==> config.mk <==
export PLATFORM = sky130hd
export DESIGN_NAME = booth_radix2_signed_multiplier
export DESIGN_NICKNAME = d
export VERILOG_FILES = /design/src/brsm_pkg.sv /design/src/brsm_cell.sv /design/src/booth_radix2_signed_multiplier.sv
export SDC_FILE = /design/constraint.sdc
export NUM_CORES = 1
export LEC_CHECK = 0
export ABC_AREA = 1
export BUFFER_PORTS_ARGS = -buffer_cell sky130_fd_sc_hd__buf_2
export CORE_ASPECT_RATIO = 0.7
export CORE_MARGIN = 5
export CORE_UTILIZATION = 58
export CTS_BUF_LIST = sky130_fd_sc_hd__clkbuf_8
export CTS_CLUSTER_DIAMETER = 40
export CTS_CLUSTER_SIZE = 20
export DETAILED_ROUTE_END_ITERATION = 10
export HOLD_SLACK_MARGIN = 0.06
export PLACE_DENSITY = 0.74
export SYNTH_ARGS = -nofsm -noshare
export SYNTH_HDL_FRONTEND = slang
export SYNTH_SLANG_ARGS = --single-unit
==> constraint.sdc <==
create_clock -name clk -period 5.6 [get_ports clk]
set_clock_uncertainty 0.2 [all_clocks]
set_input_delay 0.84 -clock clk [delete_from_list [all_inputs] [get_ports clk]]
set_output_delay 0.84 -clock clk [all_outputs]
set_load 0.05 [all_outputs]
==> src/brsm_pkg.sv <==
package brsm_pkg;

  // Width of the product field on the result channel.
  localparam int PRODUCT_W = 32;

  // Booth recoding pair {multiplier LSB, previous bit}.
  typedef enum logic [1:0] {
    PAIR_HOLD_ZERO = 2'b00,
    PAIR_ADD       = 2'b01,
    PAIR_SUB       = 2'b10,
    PAIR_HOLD_ONE  = 2'b11
  } booth_pair_t;

endpackage

==> src/brsm_cell.sv <==
module brsm_cell #(
  parameter int WIDTH = 16
) (
  input  logic             clk,
  input  logic             rst_n,
  input  logic             up_valid,
  output logic             up_ready,
  input  logic [WIDTH:0]   up_acc,
  input  logic [WIDTH-1:0] up_q,
  input  logic             up_prev,
  input  logic [WIDTH:0]   up_mcand,
  output logic             dn_valid,
  input  logic             dn_ready,
  output logic [WIDTH:0]   dn_acc,
  output logic [WIDTH-1:0] dn_q,
  output logic             dn_prev,
  output logic [WIDTH:0]   dn_mcand
);

  logic                 valid_r;
  logic [WIDTH:0]       acc_r;
  logic [WIDTH-1:0]     q_r;
  logic                 prev_r;
  logic [WIDTH:0]       mcand_r;
  logic [WIDTH:0]       acc_sum;
  logic [WIDTH:0]       acc_nxt;
  logic [WIDTH-1:0]     q_nxt;
  brsm_pkg::booth_pair_t pair;

  // The cell takes a new beat when it is empty or its content moves on.
  assign up_ready = !valid_r || dn_ready;

  // One Booth step: add or subtract the multiplicand, then shift A:Q right.
  always_comb begin
    pair = brsm_pkg::booth_pair_t'({up_q[0], up_prev});
    unique case (pair)
      brsm_pkg::PAIR_ADD:       acc_sum = up_acc + up_mcand;
      brsm_pkg::PAIR_SUB:       acc_sum = up_acc - up_mcand;
      brsm_pkg::PAIR_HOLD_ZERO: acc_sum = up_acc;
      brsm_pkg::PAIR_HOLD_ONE:  acc_sum = up_acc;
    endcase
    acc_nxt = {acc_sum[WIDTH], acc_sum[WIDTH:1]};
    q_nxt   = {acc_sum[0], up_q[WIDTH-1:1]};
  end

  // Occupancy flag.
  always_ff @(posedge clk) begin
    if (!rst_n) begin
      valid_r <= 1'b0;
    end else if (up_ready) begin
      valid_r <= up_valid;
    end
  end

  // Step state, loaded whenever a beat enters.
  always_ff @(posedge clk) begin
    if (up_ready && up_valid) begin
      acc_r   <= acc_nxt;
      q_r     <= q_nxt;
      prev_r  <= up_q[0];
      mcand_r <= up_mcand;
    end
  end

  assign dn_valid = valid_r;
  assign dn_acc   = acc_r;
  assign dn_q     = q_r;
  assign dn_prev  = prev_r;
  assign dn_mcand = mcand_r;

endmodule

==> src/booth_radix2_signed_multiplier.sv <==
// An accepted input beat passes through the WIDTH cells in order to its result (16 by default).
// One operand pair is taken per cycle while in_stall is low; each of the WIDTH cells does one Booth step.
// A stalled result holds only the cells behind it that are full; empty cells still fill.
// Reset (rst_n low, synchronous) clears the cell valid flags; data registers are not reset.
module booth_radix2_signed_multiplier #(
  parameter int WIDTH = 16
) (
  input  logic                                 clk,
  input  logic                                 rst_n,
  input  logic                                 in_valid,
  output logic                                 in_stall,
  input  logic signed [WIDTH-1:0]              in_multiplicand,
  input  logic signed [WIDTH-1:0]              in_multiplier,
  output logic                                 out_valid,
  input  logic                                 out_stall,
  output logic signed [brsm_pkg::PRODUCT_W-1:0] out_product
);

  localparam int ProdW = 2 * WIDTH;

  logic             valid_c [0:WIDTH];
  logic             ready_c [0:WIDTH];
  logic [WIDTH:0]   acc_c   [0:WIDTH];
  logic [WIDTH-1:0] q_c     [0:WIDTH];
  logic             prev_c  [0:WIDTH];
  logic [WIDTH:0]   mcand_c [0:WIDTH];
  logic [ProdW-1:0] product_full;

  // Head of the chain: accumulator and previous bit start at zero.
  assign valid_c[0] = in_valid;
  assign in_stall   = !ready_c[0];
  assign acc_c[0]   = '0;
  assign q_c[0]     = in_multiplier;
  assign prev_c[0]  = 1'b0;
  assign mcand_c[0] = {in_multiplicand[WIDTH-1], in_multiplicand};

  // One cell per Booth step.
  for (genvar i = 0; i < WIDTH; i++) begin : g_cell
    brsm_cell #(.WIDTH(WIDTH)) u_cell (
      .clk      (clk),
      .rst_n    (rst_n),
      .up_valid (valid_c[i]),
      .up_ready (ready_c[i]),
      .up_acc   (acc_c[i]),
      .up_q     (q_c[i]),
      .up_prev  (prev_c[i]),
      .up_mcand (mcand_c[i]),
      .dn_valid (valid_c[i+1]),
      .dn_ready (ready_c[i+1]),
      .dn_acc   (acc_c[i+1]),
      .dn_q     (q_c[i+1]),
      .dn_prev  (prev_c[i+1]),
      .dn_mcand (mcand_c[i+1])
    );
  end

  // The last cell doubles as the output register.
  assign out_valid      = valid_c[WIDTH];
  assign ready_c[WIDTH] = !out_stall;
  assign product_full   = {acc_c[WIDTH][WIDTH-1:0], q_c[WIDTH]};

  // Fit the 2*WIDTH-bit product to the result field: truncate or zero-fill.
  if (ProdW >= brsm_pkg::PRODUCT_W) begin : g_trunc
    assign out_product = product_full[brsm_pkg::PRODUCT_W-1:0];
  end else begin : g_fill
    assign out_product = {{(brsm_pkg::PRODUCT_W - ProdW){1'b0}}, product_full};
  end

endmodule

After elaboration in Yosys (flattened, before gate mapping)
Cells that the tools add are included.
{"block": "word_totals", "ff_bits": 783, "input_bits": 36, "out_inout_bits": 34, "elab_cells": 251}
{"block": "classes", "add_sub_neg": 31, "n_eq_ne": 45, "n_mux": 16, "reduce_logical": 81}
{"op": "17-bit one-hot mux with 3 select lines", "count": 15}
{"op": "16-bit by 16-bit adder with 17-bit output", "count": 15}
{"op": "16-bit by 16-bit subtractor with 17-bit output", "count": 15}
{"op": "2-bit equality test (second input constant)", "count": 30}
{"op": "17-bit one-hot mux with 2 select lines", "count": 1}
{"op": "2-bit zero test", "count": 16}
{"op": "2-bit by 1-bit equality test with 1-bit output (second input constant)", "count": 15}
{"op": "2-bit OR reduction", "count": 15}
{"op": "1-bit zero test", "count": 18}
{"op": "1-bit by 16-bit subtractor with 17-bit output (first input constant)", "count": 1}
{"op": "1-bit logical AND", "count": 16}
{"op": "1-bit logical OR", "count": 16}

Depth between registers and ports, before layout
{"block": "logic_depth", "ltp_word": 18, "ltp_mapped": 21, "ltp_nobuf": 21}

By module
Synthesis repeated with hierarchy kept, for this count alone.
{"block": "hier_totals", "hier_cells": 5586, "area_unflattened_um2": 49437.4}
{"module": "brsm_cell at g_cell[10].u_cell ...", "instances": 11, "cells_per_inst": 349, "area_per_inst_um2": 3098.0, "seq_area_each_um2": 1521.5}
{"module": "brsm_cell at g_cell[7].u_cell ...", "instances": 3, "cells_per_inst": 348, "area_per_inst_um2": 3059.2, "seq_area_each_um2": 1521.5}
{"module": "brsm_cell at g_cell[0].u_cell ...", "instances": 2, "cells_per_inst": 350, "area_per_inst_um2": 3085.5, "seq_area_each_um2": 1521.5}
{"module": "booth_radix2_signed_multiplier", "instances": 1, "cells_per_inst": 3, "area_per_inst_um2": 11.3, "seq_area_each_um2": 0.0}

Worst setup path after synthesis
Ideal clock, no wire load.
{"block": "synth_path", "path_type": "input -> register", "start": "input port out_stall", "end": "register g_cell[4].u_cell.acc_r[0] (enable)", "setup_ps": 472, "arrival_ps": 3747, "required_ps": 4928, "path_slack_ps": 1181, "path_stages": 9, "n_path_buf": 0, "cell_sequence": "nand2_2 -> nor2_4 -> nand4_4 -> nor2_4 -> nand4_4 -> nor2_4 -> inv_1 -> nor2_2 -> a21oi_1"}
{"block": "synth_via", "elab_chain_cells": 14}
{"element": "from (decl)", "line_no": "booth_radix2_signed_multiplier.sv:15", "source": "input logic out_stall,"}
{"element": "1-bit zero test", "line_no": "booth_radix2_signed_multiplier.sv:59", "source": "assign ready_c[WIDTH] = !out_stall;"}
{"element": "1-bit logical OR (12 in series)", "line_no": "brsm_cell.sv:31", "source": "assign up_ready = !valid_r || dn_ready;"}
{"element": "1-bit logical AND", "line_no": "brsm_cell.sv:57", "source": "if (up_ready && up_valid) begin"}
{"element": "to (signal assigned)", "line_no": "brsm_cell.sv:58", "source": "acc_r <= acc_nxt;"}
{"element": "to (decl)", "line_no": "brsm_cell.sv:21", "source": "logic [WIDTH:0] acc_r;"}
Every way passes these cells.
A chain may end at the register's enable or synchronous reset.

Worst setup path in the final report
{"block": "layout_path", "start": "register g_cell[5].u_cell.mcand_r[2]", "end": "register, netlist name g_cell[6].u_cell.dn_acc[15]"}
{"block": "layout_via", "elab_chain_cells": 2, "elab_cells_between_ends": 3, "cone_classes": "add/sub (2); mux (1)"}
{"element": "from (decl)", "line_no": "brsm_cell.sv:24", "source": "logic [WIDTH:0] mcand_r;"}
{"element": "from (signal assigned)", "line_no": "brsm_cell.sv:61", "source": "mcand_r <= up_mcand;"}
{"element": "16-bit by 16-bit subtractor with 17-bit output / 16-bit by 16-bit adder with 17-bit output (equally long branches)", "line_no": "brsm_cell.sv:38, brsm_cell.sv:37"}
{"element": "17-bit one-hot mux with 3 select lines *", "line_no": "brsm_cell.sv:36", "source": "unique case (pair)"}
{"element": "via g_cell[6].u_cell.acc_sum[16]", "line_no": "brsm_cell.sv:25", "source": "logic [WIDTH:0] acc_sum;"}
Mark *: on every way through the listed nets, which the timed path passes. The rest lies on a longest branch.

==> summary.md <==
| Metric | Value |
|---|---|
| Status | completed |
| Synth cell types | 43 |
| Mux contribution to synthesized area | 0 |
| Adder-cell share of the synthesized area | 0.0834 |
| Clk_lat worst skew | 750 ps |
| Total wire length | 95.2 mm |
| R2r worst-path depth | 18 |
| Clk buf depth | 3 |
| Cell Pwr Density | 256 mW/mm^2 |
| Worst r2r src | g_cell[5].u_cell.dn_mcand[2] |
| Synth Cell Area | 0.0442 sq mm |
| Largest family of logic cells by synthesized area | simple AND/OR/NAND/NOR gates |
| Hold Violations, Final | 0 |
| FP Rows | 84 |
| GP Congestion | 0.967 |
| Complex-gate fraction of the synthesized area | 0.0910 |
| Synth Area in Simple Gates | 0.194 |
| Hold path depth | 1 |
| Met3 global-route usage | 0.0372 |
| Gr ovfl total | 0 |
| First-pass GRT wire length | 154 mm |
| Worst path max stage delay | 430 ps |
| GRT busiest layer | met1 |
| Number of warnings issued by yosys | 0 |
| Sequential area share after synthesis | 0.528 |
| Post-Syn Instances | 4673 |
| Synth Flop Type | edfxtp_1 |
| WP depth | 18 |
| Maximum vdd ir drop | 0.250 mV |
| Setup crit end kind | flip-flop |
| Max_cap viols | 0 |
| #FFs+latches synth | 783 |
| Unrepaired setup endpoints after global routing | no |
| Cts hold-fix bufs | 21 |
| CTS Buf Count | 93 |
| Initial antenna violation count | 6 |
| Worst hold path class | in -> reg |
| Minimum clock period | 3910 ps |
| Fmax | 0.256 GHz |
| DIE AREA | 0.0820 sq mm |
| Slew margin rel. | 0.271 |
| H-tree depth | 3 |
| Setup violations, final | 0 |
| Pre-Repair DR Iteration Count | 6 |
| I/O pins | 70 |
| Number of global-route vias before repair | 29743 |
| Delay-heaviest family, CP | simple AND/OR/NAND/NOR gates |
| # nets final | 5118 |
| Post-synthesis async set-or-reset flop share | 0 |
| Hold Path Origin | in_multiplicand[14] |
| CP bufs+invs | 2 |
| P&R area growth vs syn | 8.71% |
| Worst Path Required | 5900 ps |
| Worst-path clk slew | 100 ps |
| Setup Buffers After CTS | 0 |
| Crit-path cells | nor3_1 > nand3_1 > nor3_1 > nand2_1 > nor3_1 > nor2_1 > xor2_1 > inv_1 > ha_1 > nand2_1 > inv_1 > a21oi_1 > nand3_1 > nand2_1 > nand3b_1 > or2_2 > nand4_1 > nand2_1 |
| Critical Path Fanout Max | 4 |
| Leak pwr | 20.7 nW |
| Post-route cell area | 0.0481 sq mm |
| Initial Utilization | 0.587 |
| CP dominant cell by count | nand2_1 |
| Die width | 340 microns |
| CTS sink cnt | 783 |
| Vias | 32401 |
| Final ANT Viol Nets | 0 |
| CP Launch Type | flip-flop |
| Layout cell share with drive strength beyond 1 | 0.0872 |
| Layout fillers | 6051 |
| Post-synthesis xor/xnor area fraction | 0.0467 |
| IO buf count | 69 |
| Avg Cell Area, Syn | 9.47 sq um |
| CP max-delay cell | edfxtp_1 |
| CTS resizes | 0 |
| GR Layer Usage met2 | 0.340 |
| Critical path origin | g_cell[5].u_cell.dn_mcand[2] |
| DRT iter0 DRCs | 3071 |
| Die Height | 241 microns |
| Met1 Resource Use GR | 0.357 |
| Slew Viols, Final | 0 |
| Vias per cell | 5.52 |
| Placed inst area | 0.0457 sq mm |
| Total Routing Usage GR | 0.229 |
| Largest net degree at the start of global routing | 50 |
| Tightest Pin Transition | 1090 ps |
| Mapped Nets | 4995 |
| Root Driver | clkbuf_8 |
| Kind of critical path | reg -> reg |
| CTS tree | built |
| Post-synth EDFFs | 767 |
| Total chip power | 12.3 mW |
| Final sum of negative setup slack | 0 ps |
| Core ar. | 0.0754 sq mm |
| Critical path arrival | 4210 ps |
| DR WL/cell | 16.2 microns |
| DRC Markers | 0 |
| Dpl hpwl | 72.0 mm |
| Tcrit/Tclk final | 0.698 |
-- metal layers --
metal  vias up  part of all wire
met5         -                 0
met4         0             0.016
met3       121             0.071
met2       983              0.42
met1     15176              0.49
li1      16121                 -
-- power by group --
part	internal [mW]	switching, mW	total [mW]
logic	0.391	0.681	1.07
clock network	2.18	2.47	4.65
registers	6.52	0.0802	6.60
total	9.09	3.23	12.3
-- Yosys cell counts (all sizes together), types with 30 or more instances --
library cell | number | area (sq um)
a21o | 47 | 353
a21oi | 330 | 1660
buf | 30 | 178
clkbuf | 48 | 180
edfxtp | 767 | 23000
ha | 271 | 3390
inv | 578 | 2170
nand2 | 1109 | 4170
nand3 | 214 | 1080
nand4 | 38 | 283
nor2 | 328 | 1260
nor3 | 134 | 716
o21ai | 270 | 1410
o31ai | 34 | 255
or2 | 126 | 788
xnor2 | 76 | 666
xor2 | 160 | 1400
-- worst register-to-register path, stage by stage, from the launching register on --
cell and delay (ps):
edfxtp_1 430, nor3_1 390, nand3_1 180, nor3_1 370, nand2_1 130, nor3_1 240
nor2_1 80, xor2_1 150, inv_1 60, ha_1 320, nand2_1 100, inv_1 50
a21oi_1 160, nand3_1 180, nand2_1 100, nand3b_1 90, or2_2 320, nand4_1 70
nand2_1 60
-- layout make-up --
type | count | area, sq um | area share
inverters | 582 | 2180 | 0.0454
flip-flops and latches | 783 | 23400 | 0.485
well taps | 989 | 1240 | 0.0257
clock buffers | 94 | 1290 | 0.0269
clock inverters | 81 | 922 | 0.0192
diodes | 1 | 2.50 | 0.0000520
multi-input cells | 3230 | 18400 | 0.383
repair buffers | 106 | 676 | 0.0140
-- kinds of logic after synthesis --
| group | count (synthesis) |
|---|---|
| fa+ha+maj | 286 |
| buf+inv | 660 |
| simple gates | 1984 |
| xor+xnor | 236 |
| compound gates | 724 |
| flops | 783 |
-- path summary, 6_finish.rpt --
kind	end	slack, ps
hold / removal	g_cell[0].u_cell.dn_mcand[14]	120
hold reg to reg	g_cell[6].u_cell.dn_q[10]	200
setup / recovery	g_cell[6].u_cell.dn_acc[15]	1690
setup reg to reg	g_cell[6].u_cell.dn_acc[15]	1690
-- registers in the layout (all words and copies together), names as in the netlist --
name and cells:
g_cell.u_cell.dn_prev 15, g_cell.u_cell.dn_mcand 240, g_cell.u_cell.dn_q 256, g_cell.u_cell.dn_acc 256, g_cell.u_cell.dn_valid 16
-- cell usage in the layout, fill, tap and decap left out, types with 47 or more instances in the layout --
cell | synthesis | layout
nand2_1 | 1107 | 1107
edfxtp_1 | 767 | 767
inv_1 | 574 | 573
a21oi_1 | 329 | 325
nor2_1 | 323 | 318
ha_1 | 271 | 271
o21ai_0 | 227 | 227
nand3_1 | 213 | 213
xor2_1 | 160 | 160
nor3_1 | 125 | 125
or2_2 | 114 | 114
clkbuf_8 | 0 | 94
xnor2_1 | 76 | 76
buf_2 | 4 | 69
a21o_1 | 47 | 47
-- metrics by stage --
step	utilization	setup slack [ps]	instances	hold slack (ps)
after floorplan	-	1180	4673	200
after global placement	0.606	1960	5669	201
after detailed placement	0.606	1790	5669	205
after CTS	0.638	1760	5865	66.6
after global routing	0.638	1310	5866	78.1
final	0.638	1690	5866	124
(Power assumes the default switching activity.)
